===== config.mk =====
export PLATFORM = sky130hd
export DESIGN_NAME = tcb_queue
export DESIGN_NICKNAME = d
export VERILOG_FILES = /design/src/rtl/core/terminal_cell_buffer_assert.svh /design/src/rtl/core/tcb_pkg.sv /design/src/rtl/core/tcb_queue.sv
export SDC_FILE = /design/constraint.sdc
export NUM_CORES = 1
export LEC_CHECK = 0
export BUFFER_PORTS_ARGS = -buffer_cell sky130_fd_sc_hd__buf_2
export CAP_MARGIN = 10
export CORE_UTILIZATION = 52
export DETAILED_ROUTE_END_ITERATION = 8
export GPL_TIMING_DRIVEN = 0
export PLACE_DENSITY = 0.78
export RECOVER_POWER = 25
export SLEW_MARGIN = 25
export SYNTH_ARGS = -nofsm -noshare
export SYNTH_HDL_FRONTEND = slang
export SYNTH_SLANG_ARGS = --single-unit

===== constraint.sdc =====
create_clock -name clk -period 6.7 [get_ports clk]
set_input_delay 0.67 -clock clk [delete_from_list [all_inputs] [get_ports clk]]
set_output_delay 0.67 -clock clk [all_outputs]
set_load 0.05 [all_outputs]

===== src/rtl/core/terminal_cell_buffer_assert.svh =====
// Assertion macros shared by the terminal cell buffer RTL.
// Depends on nothing; included by the top level.
`ifndef TERMINAL_CELL_BUFFER_ASSERT_SVH
`define TERMINAL_CELL_BUFFER_ASSERT_SVH
// Checks that a condition implies another on the same edge.
`define TCB_ASSERT_IMPLY(label, ante, cons) \
    label: assert property (@(posedge clk) disable iff (!rst_n) (ante) |-> (cons)) \
        else $error("tcb implication failed");
// Checks that a condition implies another on the next edge.
`define TCB_ASSERT_NEXT(label, ante, cons) \
    label: assert property (@(posedge clk) disable iff (!rst_n) (ante) |=> (cons)) \
        else $error("tcb next-cycle check failed");
`endif


===== src/rtl/core/tcb_pkg.sv =====
// Package for the terminal cell buffer: sizes, action codes and shared types.
// Depends on nothing.
`timescale 1ns / 1ps
package tcb_pkg;
    localparam int MaxCols = 128;
    localparam int MaxRows = 64;
    localparam int ColW = $clog2(MaxCols);
    localparam int RowW = $clog2(MaxRows);
    localparam int AddrW = ColW + RowW;
    localparam int CellW = 20;
    localparam logic [7:0] BlankChar = 8'h20;

    typedef enum logic [3:0] {
        ACT_WRITE = 4'd0, ACT_SETCOL = 4'd1, ACT_SETROW = 4'd2, ACT_MOVECOL = 4'd3,
        ACT_MOVEROW = 4'd4, ACT_READ = 4'd5, ACT_ERASEALL = 4'd6,
        ACT_ERASEBELOW = 4'd7, ACT_ERASERIGHT = 4'd8, ACT_DELLINES = 4'd9,
        ACT_DELCHARS = 4'd10, ACT_ATTR = 4'd11, ACT_ENABLE = 4'd12,
        ACT_CHANGED = 4'd13, ACT_NOP14 = 4'd14, ACT_NOP15 = 4'd15
    } action_t;

    // Command handed from the front end to the cell engine.
    typedef enum logic [2:0] {
        OP_NONE, OP_WRITE, OP_READ, OP_FILL, OP_COPY
    } op_t;

    typedef struct packed {
        op_t              op;
        logic [ColW-1:0]  col;      // write/read column, or start column
        logic [RowW-1:0]  row;
        logic [ColW:0]    col_end;  // one past last column of a pass
        logic [RowW:0]    row_end;  // one past last row of a pass
        logic [ColW:0]    col_wrap; // first column of rows after the first
        logic [RowW:0]    src_dr;   // copy source row offset
        logic [ColW:0]    src_dc;   // copy source column offset
        logic [CellW-1:0] data;
        logic [ColW-1:0]  res_col;
        logic [RowW-1:0]  res_row;
        logic             hit;
        logic             chg;
    } cmd_t;

    typedef enum logic [2:0] {
        ST_CLEAR, ST_IDLE, ST_RUN, ST_READ, ST_RESULT
    } eng_state_t;
endpackage


===== src/rtl/core/tcb_queue.sv =====
// Two-entry command queue between the front end and the cell engine.
// Depends on tcb_pkg.
`timescale 1ns / 1ps
module tcb_queue
    import tcb_pkg::*;
(
    input  logic clk,
    input  logic rst_n,
    input  logic push,
    input  cmd_t push_cmd,
    input  logic pop,
    output logic not_empty,
    output logic full,
    output cmd_t head
);
    cmd_t       slot_reg [2];
    logic       wp_reg, rp_reg;
    logic [1:0] cnt_reg;

    assign not_empty = (cnt_reg != 2'd0);
    assign full = (cnt_reg == 2'd2);
    assign head = slot_reg[rp_reg];

    always_ff @(posedge clk)
    begin
        if (push)
            slot_reg[wp_reg] <= push_cmd;
    end

    always_ff @(posedge clk or negedge rst_n)
    begin
        if (!rst_n)
        begin
            wp_reg <= 1'b0;
            rp_reg <= 1'b0;
            cnt_reg <= 2'd0;
        end
        else
        begin
            if (push)
                wp_reg <= ~wp_reg;
            if (pop)
                rp_reg <= ~rp_reg;
            cnt_reg <= cnt_reg + 2'(push) - 2'(pop);
        end
    end
endmodule


Yosys cells after proc, flatten, opt, wreduce, memory -nomap -nowiden
Memory sizes are Yosys's and may differ from the RTL's.
Cells that the tools add are included.

word-level totals
  register bits = 4
  memories = 1
  output and inout bits = 91
  RAM bits = 178

memory list
  memory    words  width  rd ports  clocked after Yosys merged registers in  write ports  RTL line         source
  slot_reg  2      89     1         0                                        1            tcb_queue.sv:16  cmd_t slot_reg [2];

cells by class
  reductions and logical operators = 1
  bitwise logic cells = 2
  muxes and demuxes = 2
  equal/unequal tests = 1
  add/sub/neg operators = 2

operator list
  kind                                         number
  2-bit by 1-bit adder with 2-bit output       1
  2-bit == test, second input constant         1
  1-bit two-way mux                            2
  1-bit inverter                               2
  2-bit nonzero test                           1
  2-bit by 1-bit subtractor with 2-bit output  1

Logic depth before layout (Yosys ltp)
  depth after elaboration = 2
  mapped depth = 5

Least setup slack after synthesis
No wires, ideal clock.

  path type = input-to-reg
  start = in push
  end = mem slot_reg[0][0] (netlist bit) (enable)
  stages on the path = 1
  data required time = 6.152 ns
  data arrival time = 4.552 ns
  library setup time = 0.548 ns
  path slack = 1.600 ns
  buffers on the path = 0
  cells stage by stage = nor2b_1

between the ends
  cells in the longest elaborated chain, start to end = 2

ends and longest elaborated chain
  what                                     RTL line         source
  from (decl)                              tcb_queue.sv:9   input logic push,
  1-bit two-way mux                        tcb_queue.sv:26  if (push)
  1-bit two-way mux (implied by the code)  tcb_queue.sv:27  slot_reg[wp_reg] <= push_cmd;
  to (decl)                                tcb_queue.sv:16

No other way between the ends.

==> out/qor_table.md <==
| Group | Quantity | Value |
|---|---|---|
| run status | Status | complete, no violations |
| yosys | Net count after synthesis | 387 |
| timing | Number of hold violations in the final report | 0 |
| timing | Headroom to the max-slew limit | 57.1% |
| global routing | First-pass GRT wire length | 16.6 mm |
| finish | Area growth syn-to-layout | 27.6% |
| yosys | Share of the yosys chip area belonging to registers | 81.5% |
| cts | Depth of the CTS H-tree | 4 |
| drt | Drt first pass iters | 4 |
| cts | Insertion delay to the later sink of the worst-skew pair | 420 ps |
| drt | Starting DRT DRC Count | 195 |
| power and ir drop | Leakage | 3.24 nW |
| floorplanning | Initial standard-cell utilization of the core | 53.2% |
| power and ir drop | IR Drop Worst-Case VDD | 329 uV |
| drt | Average via count per standard cell | 4.88 |
| power and ir drop | Power share of the clock group | 22.3% |
| timing | Max Transition Viols Final | 0 |
| global routing | Remaining global-route overflow | 0 |
| finish | Design Area, Final | 0.00853 mm2 |
| drt | Mean routed wirelength per cell | 16.6 um |
| yosys | EDFF count, synth | 178 |
| global routing | GRT Max-Usage Layer | met2 |
| setup path | Biggest fanout along the worst timing path | 10 |
| placed design | Placer Congestion | 0.666 |
| timing | Post-route clock period utilization | 35.8% |
| floorplanning | Horizontal extent of the die | 115 um |
| yosys | Netlist Area Pre-Place | 0.00668 mm2 |
| global routing | Vias in the first global route | 3,434 |
| placed design | Port-buffer cells | 183 |
| timing | Worst clock skew | 7.98 ps |
| power and ir drop | Register share of total power | 36.2% |
| floorplanning | IO Pins | 184 |
| yosys | Synth top area cells | edfxtp_1 80%, mux2_2 15%, clkbuf_8 1.9%, dfrtp_1 1.5%, ha_1 0.37% |
| yosys | Leading cell types by count after synthesis | 178 x edfxtp_1, 89 x mux2_2, 9 x clkbuf_8, 4 x dfrtp_1 |
| cts | Post_cts resized | 0 |
| timing | Final number of setup-violating endpoints | 0 |
| timing | Actual transition at the worst max-transition pin | 644 ps |
| setup path | Launching element type of the critical path | flip-flop |
| yosys | Largest area contributor in the netlist | edfxtp_1 |
| min path | Worst min-delay path category | in2async |
| drt | DRC Markers | 0 |
| yosys | Post-synth top flop | edfxtp_1 |
| drt | Remaining number of nets flagged by the antenna check after routing | 0 |
| cts | Clock transition time at the flip-flop clock pins of the worst setup and hold paths | 60 ps |
| timing | Time the worst path needs with I/O delays and setup | 2400 ps |
| yosys | Avg Synthesized Cell Area | 22.9 um2 |
| drt | Detailed-route wire length | 11.3 mm |
| cts | Clock Sinks | 182 |
| power and ir drop | Final Power | 0.00432 W |
| job | Max Cap Viol | 0 |
| finish | Count of nets after finishing | 594 |
| setup path | WP data arrival | 1730 ps |
| drt | Via total after detailed routing | 3,341 |
| timing | Highest clock rate | 0.417 GHz |
| cts | CTS Buffer Depth | 2 |
| yosys | Proportion of register bits with asynchronous set or reset after synthesis | 2.20% |
| timing | Worst path setup slack after routing | 4300 ps |
| floorplanning | Floorplan core area | 0.0126 mm2 |
| finish | Number of antenna repair diodes | 0 |
| global routing | Met3 Resource Use GR | 5.90% |
| global routing | Aggregate global-route resource usage | 17.3% |
| setup path | Worst EP required | 6030 ps |
| cts | CTS buffer count | 17 |
| yosys | Most numerous cell in the Yosys netlist | edfxtp_1 |
| yosys | Number of distinct library cells after synthesis | 12 |
| yosys | Yosys warning count | 0 |
| global routing | Antenna violations before repair | 0 |
| global routing | Pin count of the biggest net entering global routing | 46 |
| floorplanning | Vert. Die Dim | 115 um |
| power and ir drop | Pint | 0.00261 W |
| cts | Postcts setup bufs | 0 |
| cts | Hold Buf Count CTS | 0 |
| yosys | Synthesized netlist cell count | 292 |
| yosys | Synthesized flop and latch total | 182 |
| cts | TritonCTS clock tree | done |
| setup path | Worst Path Class, Setup | reg2out |
| finish | Largest register FFs | 178 |
| power and ir drop | Power density over the cells | 506 mW/mm2 |
| power and ir drop | Part of the total power dissipated in combinational logic | 41.5% |
| yosys | Share of the synthesized area in the top cell type | 80.0% |
| finish | Fraction of final layout cells sized beyond drive strength 1 | 61.5% |
| power and ir drop | Net switching component of the power | 0.00171 W |
| power and ir drop | Switching portion of total power | 39.6% |
| global routing | Met2 track utilization from global routing | 29.4% |
| timing | Unrepaired setup endpoints after global routing | false |
| placed design | Detailed-placement wirelength estimate | 7.61 mm |
| cts | Root Buffer Master | clkbuf_16 |
| placed design | Post-Place Setup Slack | 4620 ps |
| floorplanning | Full die area | 0.0133 mm2 |
| global routing | Met1 routing resource usage after global routing | 19.8% |
| floorplanning | Core Rows | 41 |
| setup path | Element type at the critical path end | primary output |
| placed design | Instance area at placement | 0.00795 mm2 |
[metrics by stage]
step	utilization (%)	std cells	TNS, ps	hold WS, ps
after floorplan	-	292	0	374
after global placement	62.2	647	-45770	469
after detailed placement	63.3	652	0	484
after CTS	67.9	684	0	33.0
after global routing	67.8	684	0	85.9
final	67.8	684	0	80.8
[power by group through the flow]
stage               Clock [W]  Sequential (W)  Combinational (W)
CTS                  0.000982         0.00156            0.00181
global placement            0         0.00161            0.00173
finish               0.000963         0.00156            0.00179
floorplan                   0         0.00159            0.00140
detailed placement          0         0.00159            0.00181
global route          0.00102         0.00158            0.00188
[worst paths after layout]
| check | from | cells after the start | endpoint | slack, ps |
|---|---|---|---|---|
| worst max-delay path | rp_reg$_DFFE_PN0P_ | 4 | head[49] | 4300 |
| worst min-delay path | rst_n | 1 | cnt_reg[0]$_DFF_PN0_ | 80 |
| worst max register to register | wp_reg$_DFFE_PN0P_ | 2 | slot_reg[1][33]$_DFFE_PP_ | 5010 |
| worst min register to register | wp_reg$_DFFE_PN0P_ | 1 | wp_reg$_DFFE_PN0P_ | 550 |
| max in group asynchronous | rst_n | 1 | rp_reg$_DFFE_PN0P_ | 6420 |
| min in group clk | push_cmd[84] | 1 | slot_reg[0][84]$_DFFE_PP_ | 440 |
[placed cells by master, fill, tap and decap left out]
cell type / netlist / final
inv_1: 2 / 2
clkinv_2: 0 / 3
xor2_1: 2 / 2
buf_2: 0 / 177
or2_2: 1 / 1
clkbuf_16: 0 / 17
ha_1: 2 / 2
clkbuf_1: 0 / 7
clkinvlp_4: 0 / 2
clkbuf_8: 9 / 9
nor2b_1: 2 / 1
clkinv_4: 0 / 3
xor3_1: 1 / 1
dfrtp_1: 4 / 4
inv_6: 0 / 4
and2_4: 0 / 1
buf_6: 1 / 1
nor2b_4: 0 / 1
buf_16: 0 / 4
edfxtp_1: 178 / 178
bufinv_16: 0 / 2
mux2_2: 89 / 89
buf_12: 0 / 1
[cell families (layout without fill, tap and decap cells)]
family / count (synthesis) / in the layout / share of synthesized area (%)
flip-flops: 182 / 182 / 81.5
XOR/XNOR: 3 / 3 / 0.618
AND/OR/NAND/NOR: 4 / 4 / 0.375
multiplexers: 89 / 89 / 15.0
buffers and inverters: 12 / 232 / 2.13
adder cells (fa/ha/maj): 2 / 2 / 0.374
[critical path, stage by stage (launching register included)]
cell and delay, ps:
dfrtp_1 350, buf_6 180, clkbuf_8 210, mux2_2 350, buf_2 220
[per-layer routing]
metal	up-vias	wire, um	share of wire, %
met5	-	0	0
met4	0	163	1.4
met3	11	822	7.3
met2	118	5930	52
met1	1634	4410	39
li1	1578	-	-
[cell type report]
class	count	area, um2
buffer	10	135
clock buffer	18	429
clock inverter	14	151
fill	843	4040
inverter	2	7.51
multi-input combinational	98	1100
sequential	182	5450
tap	172	215
timing repair buffer	188	1040
(Power assumes the default switching activity.)
