`config.mk`:
```
export PLATFORM = sky130hd
export DESIGN_NAME = tcb_front
export DESIGN_NICKNAME = d
export VERILOG_FILES = /design/src/rtl/core/terminal_cell_buffer_assert.svh /design/src/rtl/core/tcb_pkg.sv /design/src/rtl/core/tcb_front.sv
export SDC_FILE = /design/constraint.sdc
export NUM_CORES = 1
export LEC_CHECK = 0
export BUFFER_PORTS_ARGS = -buffer_cell sky130_fd_sc_hd__buf_2
export CAP_MARGIN = 20
export CORE_ASPECT_RATIO = 1.5
export CORE_MARGIN = 3
export CORE_UTILIZATION = 55
export CTS_CLUSTER_DIAMETER = 150
export DETAILED_ROUTE_END_ITERATION = 16
export PLACE_DENSITY = 0.82
export SETUP_SLACK_MARGIN = 0.2
export SLEW_MARGIN = 20
export SYNTH_ARGS = -nofsm -noshare
export SYNTH_HDL_FRONTEND = slang
export SYNTH_SLANG_ARGS = --single-unit
```
`constraint.sdc`:
```
create_clock -name clk -period 9.85 [get_ports clk]
set_input_delay 1.4775 -clock clk [delete_from_list [all_inputs] [get_ports clk]]
set_output_delay 1.4775 -clock clk [all_outputs]
set_load 0.005 [all_outputs]
```
`src/rtl/core/terminal_cell_buffer_assert.svh`:
```
// Assertion macros shared by the terminal cell buffer RTL.
// Depends on nothing; included by the top level.
`ifndef TERMINAL_CELL_BUFFER_ASSERT_SVH
`define TERMINAL_CELL_BUFFER_ASSERT_SVH
// Checks that a condition implies another on the same edge.
`define TCB_ASSERT_IMPLY(label, ante, cons) \
    label: assert property (@(posedge clk) disable iff (!rst_n) (ante) |-> (cons)) \
        else $error("tcb implication failed");
// Checks that a condition implies another on the next edge.
`define TCB_ASSERT_NEXT(label, ante, cons) \
    label: assert property (@(posedge clk) disable iff (!rst_n) (ante) |=> (cons)) \
        else $error("tcb next-cycle check failed");
`endif

```
`src/rtl/core/tcb_pkg.sv`:
```
// Package for the terminal cell buffer: sizes, action codes and shared types.
// Depends on nothing.
`timescale 1ns / 1ps
package tcb_pkg;
    localparam int MaxCols = 128;
    localparam int MaxRows = 64;
    localparam int ColW = $clog2(MaxCols);
    localparam int RowW = $clog2(MaxRows);
    localparam int AddrW = ColW + RowW;
    localparam int CellW = 20;
    localparam logic [7:0] BlankChar = 8'h20;

    typedef enum logic [3:0] {
        ACT_WRITE = 4'd0, ACT_SETCOL = 4'd1, ACT_SETROW = 4'd2, ACT_MOVECOL = 4'd3,
        ACT_MOVEROW = 4'd4, ACT_READ = 4'd5, ACT_ERASEALL = 4'd6,
        ACT_ERASEBELOW = 4'd7, ACT_ERASERIGHT = 4'd8, ACT_DELLINES = 4'd9,
        ACT_DELCHARS = 4'd10, ACT_ATTR = 4'd11, ACT_ENABLE = 4'd12,
        ACT_CHANGED = 4'd13, ACT_NOP14 = 4'd14, ACT_NOP15 = 4'd15
    } action_t;

    // Command handed from the front end to the cell engine.
    typedef enum logic [2:0] {
        OP_NONE, OP_WRITE, OP_READ, OP_FILL, OP_COPY
    } op_t;

    typedef struct packed {
        op_t              op;
        logic [ColW-1:0]  col;      // write/read column, or start column
        logic [RowW-1:0]  row;
        logic [ColW:0]    col_end;  // one past last column of a pass
        logic [RowW:0]    row_end;  // one past last row of a pass
        logic [ColW:0]    col_wrap; // first column of rows after the first
        logic [RowW:0]    src_dr;   // copy source row offset
        logic [ColW:0]    src_dc;   // copy source column offset
        logic [CellW-1:0] data;
        logic [ColW-1:0]  res_col;
        logic [RowW-1:0]  res_row;
        logic             hit;
        logic             chg;
    } cmd_t;

    typedef enum logic [2:0] {
        ST_CLEAR, ST_IDLE, ST_RUN, ST_READ, ST_RESULT
    } eng_state_t;
endpackage

```
`src/rtl/core/tcb_front.sv`:
```
// Front end: cursor, attribute and flag state; turns each action into engine commands.
// Depends on tcb_pkg.
`timescale 1ns / 1ps
module tcb_front
    import tcb_pkg::*;
(
    input  logic              clk,
    input  logic              rst_n,
    input  logic              cfg_we,
    input  logic [7:0]        cfg_index,
    input  logic [7:0]        cfg_data,
    input  logic              accept,
    input  logic [3:0]        action,
    input  logic [7:0]        char_code,
    input  logic [7:0]        position,
    input  logic signed [8:0] amount,
    input  logic [7:0]        read_col,
    input  logic [7:0]        read_row,
    input  logic [7:0]        count,
    input  logic [11:0]       attribute,
    input  logic              enable,
    output logic              push,
    output cmd_t              cmd
);
    logic [7:0]      width_reg;
    logic [6:0]      height_reg;
    logic [ColW-1:0] col_reg, col_next;
    logic [RowW-1:0] row_reg, row_next;
    logic [11:0]     attr_reg;
    logic            dirty_reg, allowed_reg, first_reg;
    logic [ColW:0]   w;
    logic [RowW:0]   h;
    logic signed [10:0] t;
    logic [7:0]      pm1;
    logic [ColW:0]   nc;
    logic [RowW:0]   nr;
    logic [8:0]      ncap;
    logic [CellW-1:0] blank;

    always_comb
    begin
        w = (width_reg == 8'd0) ? (ColW+1)'(1)
          : (width_reg > 8'(MaxCols)) ? (ColW+1)'(MaxCols) : width_reg[ColW:0];
        h = (height_reg == 7'd0) ? (RowW+1)'(1)
          : (height_reg > 7'(MaxRows)) ? (RowW+1)'(MaxRows) : height_reg[RowW:0];
    end

    assign blank = {attr_reg, BlankChar};
    assign pm1 = position - 8'd1;

    always_comb
    begin
        cmd = '0;
        cmd.op = OP_NONE;
        cmd.data = blank;
        col_next = col_reg;
        row_next = row_reg;
        t = '0;
        nc = '0;
        nr = '0;
        ncap = '0;
        push = accept;
        unique case (action_t'(action))
            ACT_WRITE:
            begin
                cmd.op = OP_WRITE;
                cmd.col = col_reg;
                cmd.row = row_reg;
                cmd.data = {attr_reg, char_code};
                nc = {1'b0, col_reg} + 1'b1;
                if (nc >= w)
                begin
                    col_next = '0;
                    nr = {1'b0, row_reg} + 1'b1;
                    if (nr >= h)
                    begin
                        row_next = RowW'(h - 1'b1);
                        cmd.hit = 1'b1;
                    end
                    else
                        row_next = nr[RowW-1:0];
                end
                else
                    col_next = nc[ColW-1:0];
            end
            ACT_SETCOL:
                if (position != 8'd0)
                begin
                    if ({1'b0, pm1} >= 9'(w))
                    begin
                        col_next = ColW'(w - 1'b1);
                        cmd.hit = 1'b1;
                    end
                    else
                        col_next = pm1[ColW-1:0];
                end
            ACT_SETROW:
                if (position != 8'd0)
                begin
                    if ({1'b0, pm1} >= 9'(h))
                    begin
                        row_next = RowW'(h - 1'b1);
                        cmd.hit = 1'b1;
                    end
                    else
                        row_next = pm1[RowW-1:0];
                end
            ACT_MOVECOL:
            begin
                t = 11'(signed'({1'b0, col_reg})) + 11'(amount);
                if (t < 0)
                begin
                    col_next = '0;
                    cmd.hit = 1'b1;
                end
                else if (t >= 11'(w))
                begin
                    col_next = ColW'(w - 1'b1);
                    cmd.hit = 1'b1;
                end
                else
                    col_next = t[ColW-1:0];
            end
            ACT_MOVEROW:
            begin
                t = 11'(signed'({1'b0, row_reg})) + 11'(amount);
                if (t < 0)
                begin
                    row_next = '0;
                    cmd.hit = 1'b1;
                end
                else if (t >= 11'(h))
                begin
                    row_next = RowW'(h - 1'b1);
                    cmd.hit = 1'b1;
                end
                else
                    row_next = t[RowW-1:0];
            end
            ACT_READ:
            begin
                cmd.op = OP_READ;
                if ({1'b0, read_col} >= 9'(w))
                begin
                    cmd.col = ColW'(w - 1'b1);
                    cmd.hit = 1'b1;
                end
                else
                    cmd.col = read_col[ColW-1:0];
                if ({1'b0, read_row} >= 9'(h))
                begin
                    cmd.row = RowW'(h - 1'b1);
                    cmd.hit = 1'b1;
                end
                else
                    cmd.row = read_row[RowW-1:0];
            end
            ACT_ERASEALL:
                if (allowed_reg || first_reg)
                begin
                    cmd.op = OP_FILL;
                    cmd.col_end = w;
                    cmd.row_end = h;
                end
            ACT_ERASEBELOW, ACT_ERASERIGHT:
            begin
                cmd.op = OP_FILL;
                cmd.col = col_reg;
                cmd.row = row_reg;
                cmd.col_end = w;
                cmd.row_end = (action_t'(action) == ACT_ERASERIGHT)
                            ? (RowW+1)'(row_reg) + 1'b1 : h;
            end
            ACT_DELLINES:
            begin
                // Rows move up by the capped count, then blanks fill the bottom.
                ncap = 9'(h) - 9'(row_reg);
                if (9'(count) < ncap)
                    ncap = 9'(count);
                cmd.op = OP_COPY;
                cmd.row = row_reg;
                cmd.col_end = w;
                cmd.row_end = h;
                cmd.src_dr = ncap[RowW:0];
            end
            ACT_DELCHARS:
            begin
                ncap = 9'(w) - 9'(col_reg);
                if (9'(count) < ncap)
                    ncap = 9'(count);
                cmd.op = OP_COPY;
                cmd.col = col_reg;
                cmd.row = row_reg;
                cmd.col_end = w;
                cmd.row_end = (RowW+1)'(row_reg) + 1'b1;
                cmd.col_wrap = (ColW+1)'(col_reg);
                cmd.src_dc = ncap[ColW:0];
            end
            ACT_CHANGED:
                cmd.chg = dirty_reg;
            default: ;
        endcase
        cmd.res_col = col_next;
        cmd.res_row = row_next;
    end

    always_ff @(posedge clk or negedge rst_n)
    begin
        if (!rst_n)
        begin
            width_reg <= 8'd80;
            height_reg <= 7'd24;
            col_reg <= '0;
            row_reg <= '0;
            attr_reg <= '0;
            dirty_reg <= 1'b1;
            allowed_reg <= 1'b1;
            first_reg <= 1'b1;
        end
        else if (cfg_we)
        begin
            // Shrinking the screen pulls the cursor inside at once.
            if (cfg_index == 8'd0)
            begin
                width_reg <= cfg_data;
                if (cfg_data == 8'd0)
                    col_reg <= '0;
                else if ({1'b0, col_reg} >= cfg_data)
                    col_reg <= ColW'(cfg_data - 8'd1);
            end
            else if (cfg_index == 8'd1)
            begin
                height_reg <= cfg_data[6:0];
                if (cfg_data[6:0] == 7'd0)
                    row_reg <= '0;
                else if (7'(row_reg) >= cfg_data[6:0])
                    row_reg <= RowW'(cfg_data[6:0] - 7'd1);
            end
        end
        else if (accept)
        begin
            col_reg <= col_next;
            row_reg <= row_next;
            unique case (action_t'(action))
                ACT_WRITE, ACT_ERASEBELOW, ACT_ERASERIGHT, ACT_DELLINES, ACT_DELCHARS:
                    dirty_reg <= 1'b1;
                ACT_ERASEALL:
                    if (allowed_reg || first_reg)
                    begin
                        first_reg <= 1'b0;
                        dirty_reg <= 1'b1;
                    end
                ACT_ATTR:
                    attr_reg <= attribute;
                ACT_ENABLE:
                begin
                    allowed_reg <= enable;
                    if (!enable)
                        first_reg <= 1'b1;
                end
                ACT_CHANGED:
                    dirty_reg <= 1'b0;
                default: ;
            endcase
        end
    end
endmodule

```
### Word-level counts from Yosys, hierarchy flattened

Index checks and enable logic that the tools add are counted.

* word-level logic and storage cells: 143
* bits of input ports: 86
* flip-flop bits (word level): 43

* equality and inequality tests: 21
* bitwise gates (word level): 2
* reduce and logical (&&, ||, !) cells: 23
* multiplexer cells: 62
* order comparisons: 16
* $add $sub $neg: 11

Operators with widths (count)
* $mux 7: 17
* $mux 6: 13
* $pmux 15 s4: 1
* $mux 8: 5
* $eq 4x4->1 const B: 6
* $ge 8x8->1: 3
* $logic_not 8->1: 3
* $pmux 7 s3: 1
* $lt 10x1->1 const B: 2
* $lt 8x9->1: 2
* $pmux 6 s3: 1
* $eq 4x3->1 const B: 4
* $ge 8x7->1: 2
* $mux 1: 16
* $mux 15: 1
* $pmux 3 s5: 1
* $logic_not 7->1: 2
* $pmux 7 s2: 1
* $sub 7x1->7 const B: 2
* $pmux 6 s2: 1
* $reduce_and 3->1: 4
* $sub 6x1->6 const B: 2
* $ge 11x7->1: 1
* $ge 11x8->1: 1
* other kinds (34): 43

### Logic depth before layout (Yosys ltp)

* depth after elaboration: 9
* mapped depth: 18

### Worst setup path after synthesis

OpenSTA, ideal clock, no wires.

* kind: input port to output port
* start: input port position[0]
* end: output port cmd[12] (netlist name)
* data required time: 8373 ps
* stages on the path: 14
* setup slack: 3924 ps
* arrival: 4448 ps
* path through: inv_1 -> ha_1 -> or3b_2 -> o31ai_1 -> o21ai_0 -> ha_1 -> and3_1 -> a221o_1 -> a31oi_1 -> or2_2 -> clkbuf_1 -> mux2i_1 -> o21ai_0 -> or2_2

RTL lines
* start, declared: line tcb_front.sv:15 `input logic [7:0] position,`
* end, declared: line tcb_front.sv:23 `output cmd_t cmd`

==> flow_summary.yaml <==
outcome:
  status: "completed"
finish:
  layout.cells.non_filler: 1278
  fillers: 1209
  mostFrequentLayoutCell: "buf_2"
  post-route-cell-area_um2: 8490
  final_cell_mix: "buf_2 (174), ha_1 (118), nand2_1 (103), nor2_1 (83)"
  areaGrowthSynthToFinish_pct: 15.0
  n_antenna_cell: 0
  drive_gt1_share_pct: 22.2
  nets: 1326
  largest_register_ff_count: 12
floorplanning:
  fp.dieW_um: 101
  initial_core_util_pct: 56.5
  dieArea_um2: 14900
  rows: 51
  top_level_ports: 176
  coreArea_um2: 13100
  die_h_um: 148
global_route:
  use_met1_pct: 39.4
  grt_usage_pct: 33.5
  grt-busiest-layer: "met2"
  grt_pass1_wl_um: 39800
  met3_usage_pct: 4.11
  grt_max_degree: 44
  grt_use_met2_pct: 58.4
  antenna_found_initial: 0
  grt_pass1_vias: 7897
  gr-total-overflow: 0
pwr:
  ir_worst_vdd_mv: 0.138
  p_leak_uw: 0.00432
  pwr_density_cell_nw_per_um2: 132
hold_path:
  hold_depth: 1
  hold_path_startpoint: "attr_reg[1]"
  hold_class: "flip-flop to flip-flop"
clock_network:
  clkTransAtPathRegs_ns: 0.07
  cts_resized: 0
  root_buffer: "clkbuf_16"
  tritoncts: "done"
  clkLatencyLatePin_ns: 0.29
  cts.sinks: 43
  htree_num_levels: 2
  cts_setup_buffers: 0
  cts_buffer_depth: 2
  cts-buffers-inserted: 5
  ctsHoldBuffers: 0
place:
  port_buffers: 174
  gp_congestion: 0.984
  dp_hpwl_um: 21000
  numPlacedInstances: 1270
  dpl-instance-area_um2: 8340
detailed_routing:
  drt_iter0_drc: 730
  post_drt_wl_per_cell_um: 20.2
  firstDrtPassIters: 6
  avgViaCountPerCell: 6.44
  vias: 8232
  drc_errors: 0
  wirelength_um: 25800
  ant_nets: 0
worst_setup_path:
  r2r_start: "height_reg[6]"
  path_class: "input pin to output pin"
  cp-startpoint: "position[0]"
  worstSetupEndpointType: "output pin"
  required_ns: 8.37
  cp_max_fo: 6
  critical_path.startpoint_type: "input pin"
  cp.arrival_ns: 5.06
  ff2ff_path_depth: 12
  r2r_setup_slack_ns: 5.50
synthesis:
  syn_inst: 965
  syn_area_per_cell_um2: 7.66
  async_flop_share_pct: 100
  synth_area_leaders: "ha_1 (20%), dfrtp_1 (12%), nand2_1 (5.2%), o21ai_0 (4.7%), nor2_1 (4.2%)"
  synth_fp_nets: 1173
  synth.top_cell.area_share_pct: 20.0
  ys_types: 78
  ys_seq_area_share_pct: 14.7
  ys_warn_count: 0
  ys_seq_elements: 43
  synthFlopType: "dfrtp_1"
  synth_edf_count: 0
  synth_largest_area_cell: "ha_1"
  mappedNetlistArea_um2: 7390
sta:
  holdWs_ns: 0.501
  layout_min_cycle_time_ns: 6.53
  fmaxAchievable_ghz: 0.153
  finalCritPeriodShare_pct: 66.3
  tightest_slew_ns: 1.15
  max_slew_margin_pct: 23.5
  tns_ns: 0
  worst_clock_skew_ns: 0.00439
  hold_viol: 0
  rsz0062_at_grt: "false"
  maxSlewViolCount: 0
  setup_viol: 0
flow_run:
  maxCapViolCount: 0
[critical path: stages]
cell	delay [ns]
buf_2	0.15
inv_1	0.10
ha_1	0.19
or3b_2	0.52
o31ai_1	0.24
o21ai_0	0.25
ha_1	0.35
and3_1	0.20
a221o_1	0.34
a31oi_1	0.27
or2_2	0.23
mux2i_1	0.18
o21ai_0	0.10
or2_2	0.32
buf_2	0.14
[cell usage after synthesis (all sizes together), types with 10 or more instances]
master / instances
nor2: 83
a21oi: 62
mux2i: 28
clkbuf: 19
inv: 71
o21ai: 71
a21o: 14
buf: 10
or2: 21
nand2: 103
nor2b: 16
ha: 118
a31oi: 14
mux2: 25
nor3: 23
and2: 10
nand3: 22
dfrtp: 36
o22ai: 11
o21a: 12
or3: 10
nand2b: 19
xnor2: 30
[cell families after synthesis]
family | Yosys count | synth area share [%]
AOI/OAI and AO/OA | 275 | 25.0
xor gates and xnor gates | 36 | 4.27
adders and majority gates | 122 | 21.1
buffers and inverters | 101 | 5.47
DFF | 43 | 14.7
muxes | 53 | 7.61
other | 1 | 0.0508
and+or+nand+nor | 334 | 21.8
[worst paths after layout]
| check | end |
|---|---|
| min in group asynchronous | attr_reg[9] |
| worst min register to register | attr_reg[1] |
| worst min-delay path | attr_reg[1] |
| worst max-delay path | cmd[12] |
| worst max register to register | row_reg[4] |
| max in group asynchronous | col_reg[3] |
[per-stage QoR]
step	total power, µW	utilization (%)	setup WS, ns
after floorplan	718	-	3.92
after global placement	912	63.7	3.48
after detailed placement	938	63.8	3.37
after CTS	1110	64.9	3.36
after global routing	1210	64.9	3.13
final	1120	64.9	3.32
[power breakdown]
part	internal, µW	leakage, µW	switching (µW)
Sequential	204	0.000526	56.7
Clock	96.2	0.0000748	74.1
Combinational	299	0.00372	395
[metal layers]
metal  vias to the layer above  routed length, µm
li1                       3825                  -
met1                      3808               9660
met2                       493              12700
met3                       106               2040
met4                         0               1380
met5                         -                  0
[cell type report]
| class | count | area [µm²] | share of cell area, % |
|---|---|---|---|
| clock inverter | 3 | 26.3 | 0.309 |
| tap | 159 | 199 | 2.34 |
| sequential | 43 | 1080 | 12.8 |
| clock buffer | 5 | 125 | 1.47 |
| multi-input combinational | 821 | 5910 | 69.6 |
| timing repair buffer | 175 | 878 | 10.3 |
| inverter | 72 | 270 | 3.18 |
No activity file was read; power rests on OpenSTA's default activity.
